$ cat src/sv/kldr_pkg.sv
// Shared constants, types and rounding helpers of the key-light rotator.
`default_nettype none

package kldr_pkg;

  localparam int unsigned CORDIC_STAGES_DEF = 16;
  localparam int unsigned OUT_FRAC_BITS_DEF = 14;

  localparam int unsigned ANG_W  = 37;   // angle in Q30 radians, wide enough for tilt
  localparam int unsigned RED_W  = 38;   // range reduction candidates
  localparam int unsigned Z_W    = 34;   // CORDIC residual angle
  localparam int unsigned TRIG_W = 32;   // CORDIC x and y
  localparam int unsigned DIV_BITS = 19; // quotient bits of the weight divider
  localparam int unsigned DIV_STAGES = 3; // reciprocal estimate, remainder, correction
  localparam int unsigned DIV_W  = 50;
  localparam int unsigned LAT_FIXED = DIV_STAGES + 11;

  localparam logic signed [Z_W-1:0] PI_Z      = 34'sd3373259426;
  localparam logic signed [Z_W-1:0] HALF_PI_Z = 34'sd1686629713;
  localparam logic [DIV_W-1:0]      HALF_PI_U = 50'd1686629713;
  localparam logic [DIV_W-1:0]      QTR_PI_U  = 50'd843314856;
  localparam logic signed [TRIG_W-1:0] CORDIC_GAIN = 32'sd652032874;

  // floor(2^52 / half pi in Q30), applied to the numerator above bit 30.
  localparam logic [21:0]           RECIP_HPI    = 22'd2670176;
  localparam int unsigned           RECIP_HPI_SH = 22;

  // Degrees Q9.7 to radians Q30: pi/23040 split into integer and remainder parts.
  localparam logic [34:0] DEG_K_INT    = 35'd146408;
  localparam logic [31:0] DEG_K_REM    = 32'd19106;
  localparam logic [31:0] DEG_HALF_DEN = 32'd11520;
  localparam logic [45:0] RECIP_45     = 46'd5965233;
  localparam int unsigned RECIP_SH     = 28;

  localparam int unsigned RED_N = 7;
  localparam logic signed [RED_W-1:0] RED_OFS [RED_N] = '{
    38'sd20239556556, 38'sd13493037704, 38'sd6746518852, 38'sd0,
    -38'sd6746518852, -38'sd13493037704, -38'sd20239556556
  };

  localparam logic [31:0] ATAN_TAB [24] = '{
    32'd843314856, 32'd497837829, 32'd263043836, 32'd133525158,
    32'd67021686,  32'd33543515,  32'd16775850,  32'd8388437,
    32'd4194282,   32'd2097149,   32'd1048575,   32'd524287,
    32'd262143,    32'd131071,    32'd65535,     32'd32767,
    32'd16383,     32'd8191,      32'd4095,      32'd2047,
    32'd1023,      32'd511,       32'd255,       32'd127
  };

  typedef enum logic [1:0] {
    CFG_RIG_HEADING  = 2'd0,
    CFG_HORIZON_TILT = 2'd1,
    CFG_MIDDAY_TILT  = 2'd2
  } cfg_idx_e;

  // Round to nearest, ties away from zero.
  function automatic logic signed [63:0] rnd_shift(input logic signed [63:0] v,
                                                   input int unsigned s);
    logic signed [63:0] bias;
    if (s == 0) return v;
    bias = 64'sd1 <<< (s - 1);
    if (v < 0) bias = bias - 64'sd1;
    return (v + bias) >>> s;
  endfunction

  function automatic logic signed [15:0] sat16(input logic signed [63:0] v);
    if (v > 64'sd32767) return 16'sh7fff;
    if (v < -64'sd32768) return 16'sh8000;
    return v[15:0];
  endfunction

endpackage

`default_nettype wire

$ cat src/sv/kldr_tilt.sv
// Ramp weight by reciprocal division by half pi, then the blended tilt angle.
`default_nettype none

module kldr_tilt import kldr_pkg::*; (
  input  wire logic                    clk_i,
  input  wire logic [15:0]             sun_i,
  input  wire logic signed [ANG_W-1:0] h_rad_i,
  input  wire logic signed [ANG_W-1:0] m_rad_i,
  output logic signed [ANG_W-1:0]      tilt_o,
  output logic [15:0]                  sun_o
);

  localparam int unsigned PROD_W = ANG_W + 21;
  localparam int unsigned REM_W  = 34;

  logic [15:0]      sun0_q, sun1_q, sun2_q, sun3_q, sun4_q;
  logic [DIV_W-1:0] num_d, num_q, num2_q;
  logic signed [33:0] diff_a;
  logic [32:0]      dabs;

  always_comb begin
    diff_a = $signed({1'b0, sun0_q, 17'b0}) - 34'sd1686629713;
    dabs   = diff_a[33] ? 33'(-diff_a) : diff_a[32:0];
    num_d  = DIV_W'({dabs, 16'b0}) + QTR_PI_U;
  end

  always_ff @(posedge clk_i) begin
    sun0_q <= sun_i;
    sun1_q <= sun0_q;
    num_q  <= num_d;
  end

  // Divide by half pi: a reciprocal estimate from the upper numerator bits,
  // which never overshoots and falls short by at most one, then the remainder
  // and a compare and increment to settle the last step.
  logic [41:0]         qmul;
  logic [DIV_W-1:0]    qd;
  logic [REM_W-1:0]    rem_d, rem_q;
  logic [DIV_BITS-1:0] qe_q, qe2_q, quo_d, quo_q;

  assign qmul  = 42'(num_q[DIV_W-1:30]) * 42'(RECIP_HPI);
  assign qd    = DIV_W'(qe_q) * HALF_PI_U;
  assign rem_d = REM_W'(num2_q - qd);

  always_comb begin
    quo_d = qe2_q;
    if (DIV_W'(rem_q) >= (HALF_PI_U << 1)) quo_d = qe2_q + DIV_BITS'(2);
    else if (DIV_W'(rem_q) >= HALF_PI_U) quo_d = qe2_q + DIV_BITS'(1);
  end

  always_ff @(posedge clk_i) begin
    qe_q   <= qmul[RECIP_HPI_SH+DIV_BITS-1:RECIP_HPI_SH];
    num2_q <= num_q;
    sun2_q <= sun1_q;
    rem_q  <= rem_d;
    qe2_q  <= qe_q;
    sun3_q <= sun2_q;
    quo_q  <= quo_d;
    sun4_q <= sun3_q;
  end

  logic signed [19:0]       w;
  logic signed [ANG_W:0]    span;
  logic signed [PROD_W-1:0] prod_q;
  logic [15:0]              sunp_q;

  assign w    = 20'sd65536 - $signed({1'b0, quo_q});
  assign span = (ANG_W + 1)'(m_rad_i) - (ANG_W + 1)'(h_rad_i);

  always_ff @(posedge clk_i) begin
    prod_q <= PROD_W'(w) * PROD_W'(span);
    sunp_q <= sun4_q;
    tilt_o <= h_rad_i + ANG_W'(rnd_shift(64'(prod_q), 16));
    sun_o  <= sunp_q;
  end

endmodule

`default_nettype wire

$ cat config.mk
export PLATFORM = sky130hd
export DESIGN_NAME = kldr_tilt
export DESIGN_NICKNAME = d
export VERILOG_FILES = /design/src/sv/kldr_pkg.sv /design/src/sv/kldr_tilt.sv
export SDC_FILE = /design/constraint.sdc
export NUM_CORES = 2
export LEC_CHECK = 0
export ABC_AREA = 0
export BUFFER_PORTS_ARGS = -buffer_cell sky130_fd_sc_hd__buf_2
export CAP_MARGIN = 40
export CORE_UTILIZATION = 45
export CTS_BUF_LIST = sky130_fd_sc_hd__clkbuf_8
export CTS_CLUSTER_SIZE = 30
export DETAILED_ROUTE_END_ITERATION = 8
export PLACE_DENSITY = 0.66
export SYNTH_ARGS = -nofsm -noshare
export SYNTH_HDL_FRONTEND = slang
export SYNTH_SLANG_ARGS = --single-unit
$ cat constraint.sdc
create_clock -name clk_i -period 20.5 [get_ports clk_i]
set_clock_uncertainty 0.05 [all_clocks]
set_input_delay 2.05 -clock clk_i [delete_from_list [all_inputs] [get_ports clk_i]]
set_output_delay 2.05 -clock clk_i [all_outputs]
set_load 0.03 [all_outputs]
Word level (Yosys, flattened, before mapping)
Cells that the tools add are included.

Add/subtract/negate cells: 10. Mux-type cells: 4. Multipliers: 3. Magnitude comparators: 3.

Operators with widths (count): $lt A58 B1 Y1 const B (1); $mul A20 B38 Y58 (1); $add A53 B53 Y53 (1); $add A49 B30 Y50 const B (1); $mux W19 (2); $sub A37 B37 Y38 (1); $add A37 B37 Y37 (1); $mul A20 B17 Y36 const B (1); $ge A34 B31 Y1 const B (1); $ge A34 B32 Y1 const B (1); $mul A19 B31 Y34 const B (1); $sub A33 B31 Y34 const B (1); $sub A34 B34 Y34 (1); $mux W33 (1); $neg A33 Y33 (1); $sub A17 B19 Y20 const A (1); $add A19 B1 Y19 const B (1); $add A19 B2 Y19 const B (1); $mux W16 (1).

Register bits: 382. Bits of input ports: 91. Output and inout port bits: 53. Word-level logic and storage cells: 35.

Longest topological paths before layout
Word-level depth: 4. Mapped depth: 38. Depth with buffers taken out: 36.

Worst setup path after synthesis
No wires, ideal clock.

Kind: input-to-reg. From: input port h_rad_i[11]. To: register prod_q[57]. Setup time: 134 ps. Path buffers: 2. Data required time: 20316 ps. Arrival: 10376 ps. Setup slack: 9940 ps. Stages on the path: 35. Cells stage by stage: inv_1 -> ha_1 -> a211oi_1 -> nor2_1 -> a211o_1 -> o211ai_1 -> a21oi_1 -> o21a_1 -> or4_1 -> buf_2 -> nand3_1 -> buf_2 -> nand2_1 -> fa_1 -> inv_1 -> fa_1 -> inv_1 -> fa_1 -> inv_1 -> fa_1 -> fa_1 -> fa_1 -> inv_1 -> fa_1 -> inv_1 -> ha_1 -> inv_2 -> nor3_1 -> nand3_1 -> nor3_1 -> a2111oi_0 -> a21oi_2 -> a31oi_1 -> a2111oi_0 -> nor4bb_1.

Cells in the longest elaborated chain, start to end: 2.

RTL lines: start, declared (line kldr_tilt.sv:7) `input wire logic signed [ANG_W-1:0] h_rad_i,`; $sub A37 B37 Y38 (line kldr_tilt.sv:68) `assign span = (ANG_W + 1)'(m_rad_i) - (ANG_W + 1)'(h_rad_i);`; $mul A20 B38 Y58 (line kldr_tilt.sv:71) `prod_q <= PROD_W'(w) * PROD_W'(span);`; end signal, assigned (line kldr_tilt.sv:71); end, declared (line kldr_tilt.sv:64) `logic signed [PROD_W-1:0] prod_q;`.

No other way between the ends.

Worst setup path in the final report
From: input port h_rad_i[5]. To: register prod_q[57].

Same word-level chain as after synthesis.

==> flow_summary.yaml <==
run_status:
  outcome: "completed"
floorplan:
  io_pins: 144
  start_util_pct: 45.5
  die_w_um: 339
  rows: 123
  dieHeight_um: 339
  core_um2: 113000
  dieArea_um2: 115000
clock_network:
  insertion_delay_ps: 750
  holdBufCountCts: 0
  cts-resized-gates: 0
  clk_pin_slew_ps: 90
  cts.sinks: 315
  cts_tree: "done"
  clockBufferDepth: 3
  htreeDepth: 2
  post_cts_buffers: 0
  cts_inserted_buffers: 56
  root_buffer: "clkbuf_8"
yosys:
  synth.area.top_cells: "fa_1 (40%), ha_1 (13%), dfxtp_1 (12%), inv_1 (9.7%), xnor2_1 (3.7%)"
  synth-adder-area-share_pct: 53.0
  synthMuxAreaShare_pct: 0.120
  synth_xor_area_share_pct: 5.35
  yosysWarnings: 0
  synthCells: 5503
  ys_seq_elements: 315
  synth-simple-area-share_pct: 11.4
  synth_flop_cell: "dfxtp_1"
  synth_compound_area_share_pct: 6.98
  yosysTopAreaCellShare_pct: 40.0
  yosysTopAreaCell: "fa_1"
  ys_seq_area_share_pct: 12.3
  synth_edf_count: 0
  synthTopCellsByCount: "inv_1 (1322), fa_1 (1023), ha_1 (536)"
  synth_nets: 7153
  avgSynthCellArea_um2: 9.31
  synthArstFlopShare_pct: 0
  synth_cell_types: 82
  synth_top_family_by_area: "adder cells"
  synth.most_common_cell: "inv_1"
  synth_area_um2: 51300
global_route:
  antenna_found_initial: 1
  grt_pass1_vias: 40110
  grt_usage_pct: 24.1
  grt_pass1_wl_mm: 217
  grt_max_degree: 40
  grt-ovfl-total: 0
drt:
  avgRoutedWirePerCell_um: 18.7
  drt_iter0_drc: 2445
  wl_mm: 135
  drc_errors: 0
  postRouteAntennaNets: 0
  vias: 37902
  avgViaCountPerCell: 5.26
  drtPass1Iterations: 6
place:
  place_area_um2: 54300
  gp_congestion: 0.941
  hpwl_mm: 111
  io_buffers: 143
min_path:
  hold_path_class: "flip-flop to flip-flop"
timing:
  finalSetupTns_ps: 0
  hold_viol: 0
  fin_crit_sh_pct: 56.7
  period_minus_slack_ps: 11620
  max-slew-margin-rel_pct: 38.7
  fmax_mhz: 86.1
  setup_viol: 0
  grt_setup_unrepaired: "no"
  slew_viol_final: 0
  worstMarginPinSlew_ps: 919
critical_path:
  max_stage_delay_ps: 700
  cp_data_arrival_time_ps: 12200
  crit_slowest_cell: "or4_1"
  cpMostUsedCell: "fa_1"
  cp.required_ps: 21080
  cp-start-kind: "primary input"
  worstPathMaxFanout: 12
  crit_type: "primary input to flip-flop"
  critPathCaptureType: "flip-flop"
finish:
  layout-drive-gt1-share_pct: 7.14
  nets: 7306
  area_delta_synth_final_pct: 8.66
  regArea_um2: 6310
  stdcell_area_um2: 55700
  multiInputGateArea_um2: 39700
  fill_cells: 10635
run:
  maxCapViolCount: 0
state kept, by name, summed over array words and instances, names as in the netlist, 19 cells and up:
name and flops:
qe2_q 19, rem_q 33, prod_q 54, qe_q 19, tilt_o 37, num_q 19, quo_q 19
layer usage:
| metal | vias to the layer above | GRT usage (%) | share of wire, % |
|---|---|---|---|
| met4 | 0 | 9.98 | 4.7 |
| li1 | 17042 | - | - |
| met3 | 368 | 3.79 | 7.6 |
| met2 | 1458 | 40.1 | 47 |
| met5 | - | 0 | 0 |
| met1 | 19034 | 31.2 | 40 |
final cells by class:
class / instances / share of cell area (%)
antenna: 4 / 0.0180
tap: 1500 / 3.37
clock inverter: 33 / 0.674
sequential: 315 / 11.3
clock buffer: 68 / 1.68
inverter: 1325 / 8.93
multi-input combinational: 3720 / 71.3
timing repair buffer: 238 / 2.73
kinds of logic after synthesis:
family | after synthesis
other | 1
DFF | 315
adders and majority gates | 1559
muxes | 6
AOI/OAI and AO/OA | 553
buffers and inverters | 1468
and+or+nand+nor | 1289
xor gates and xnor gates | 312
cell usage in the layout (no fill, tap or decap), drive strengths merged, types with 95 or more instances in the layout:
cell   count
a21oi    167
dfxtp    315
xor2      95
xnor2    217
inv     1334
ha       536
buf      238
nor2     374
o21ai    114
nand2    485
fa      1023
critical path: cells and delay by family:
family	cells	cell delay (ps)
compound gates	10	2830
fa+ha+maj	9	4420
simple gates	7	2410
buf+inv	8	470
path summary, 6_finish.rpt:
path / depth (start not counted) / startpoint / slack, ps / to
hold / removal: 0 / sun4_q[14]$_DFF_P_ / 280 / sunp_q[14]$_DFF_P_
hold reg to reg: 0 / sun4_q[14]$_DFF_P_ / 280 / sunp_q[14]$_DFF_P_
setup reg to reg: 27 / quo_q[0]$_DFF_P_ / 9860 / prod_q[48]$_DFF_P_
setup / recovery: 34 / h_rad_i[5] / 8880 / prod_q[57]$_DFF_P_
stage by stage:
| step | instances | hold WS (ps) | util [%] | worst slack [ps] |
|---|---|---|---|---|
| finish | 7203 | 275 | 49.4 | 8880 |
| global route | 7201 | 281 | 49.4 | 8450 |
| CTS | 7197 | 275 | 49.4 | 9120 |
| detailed placement | 7096 | 262 | 48.2 | 8320 |
| global placement | 7085 | 261 | 48.1 | 8470 |
| floorplan | 5503 | 260 | - | 9940 |
Power is not shown: default switching activity piles up to over one toggle a cycle in this logic, so the estimate is an artifact.
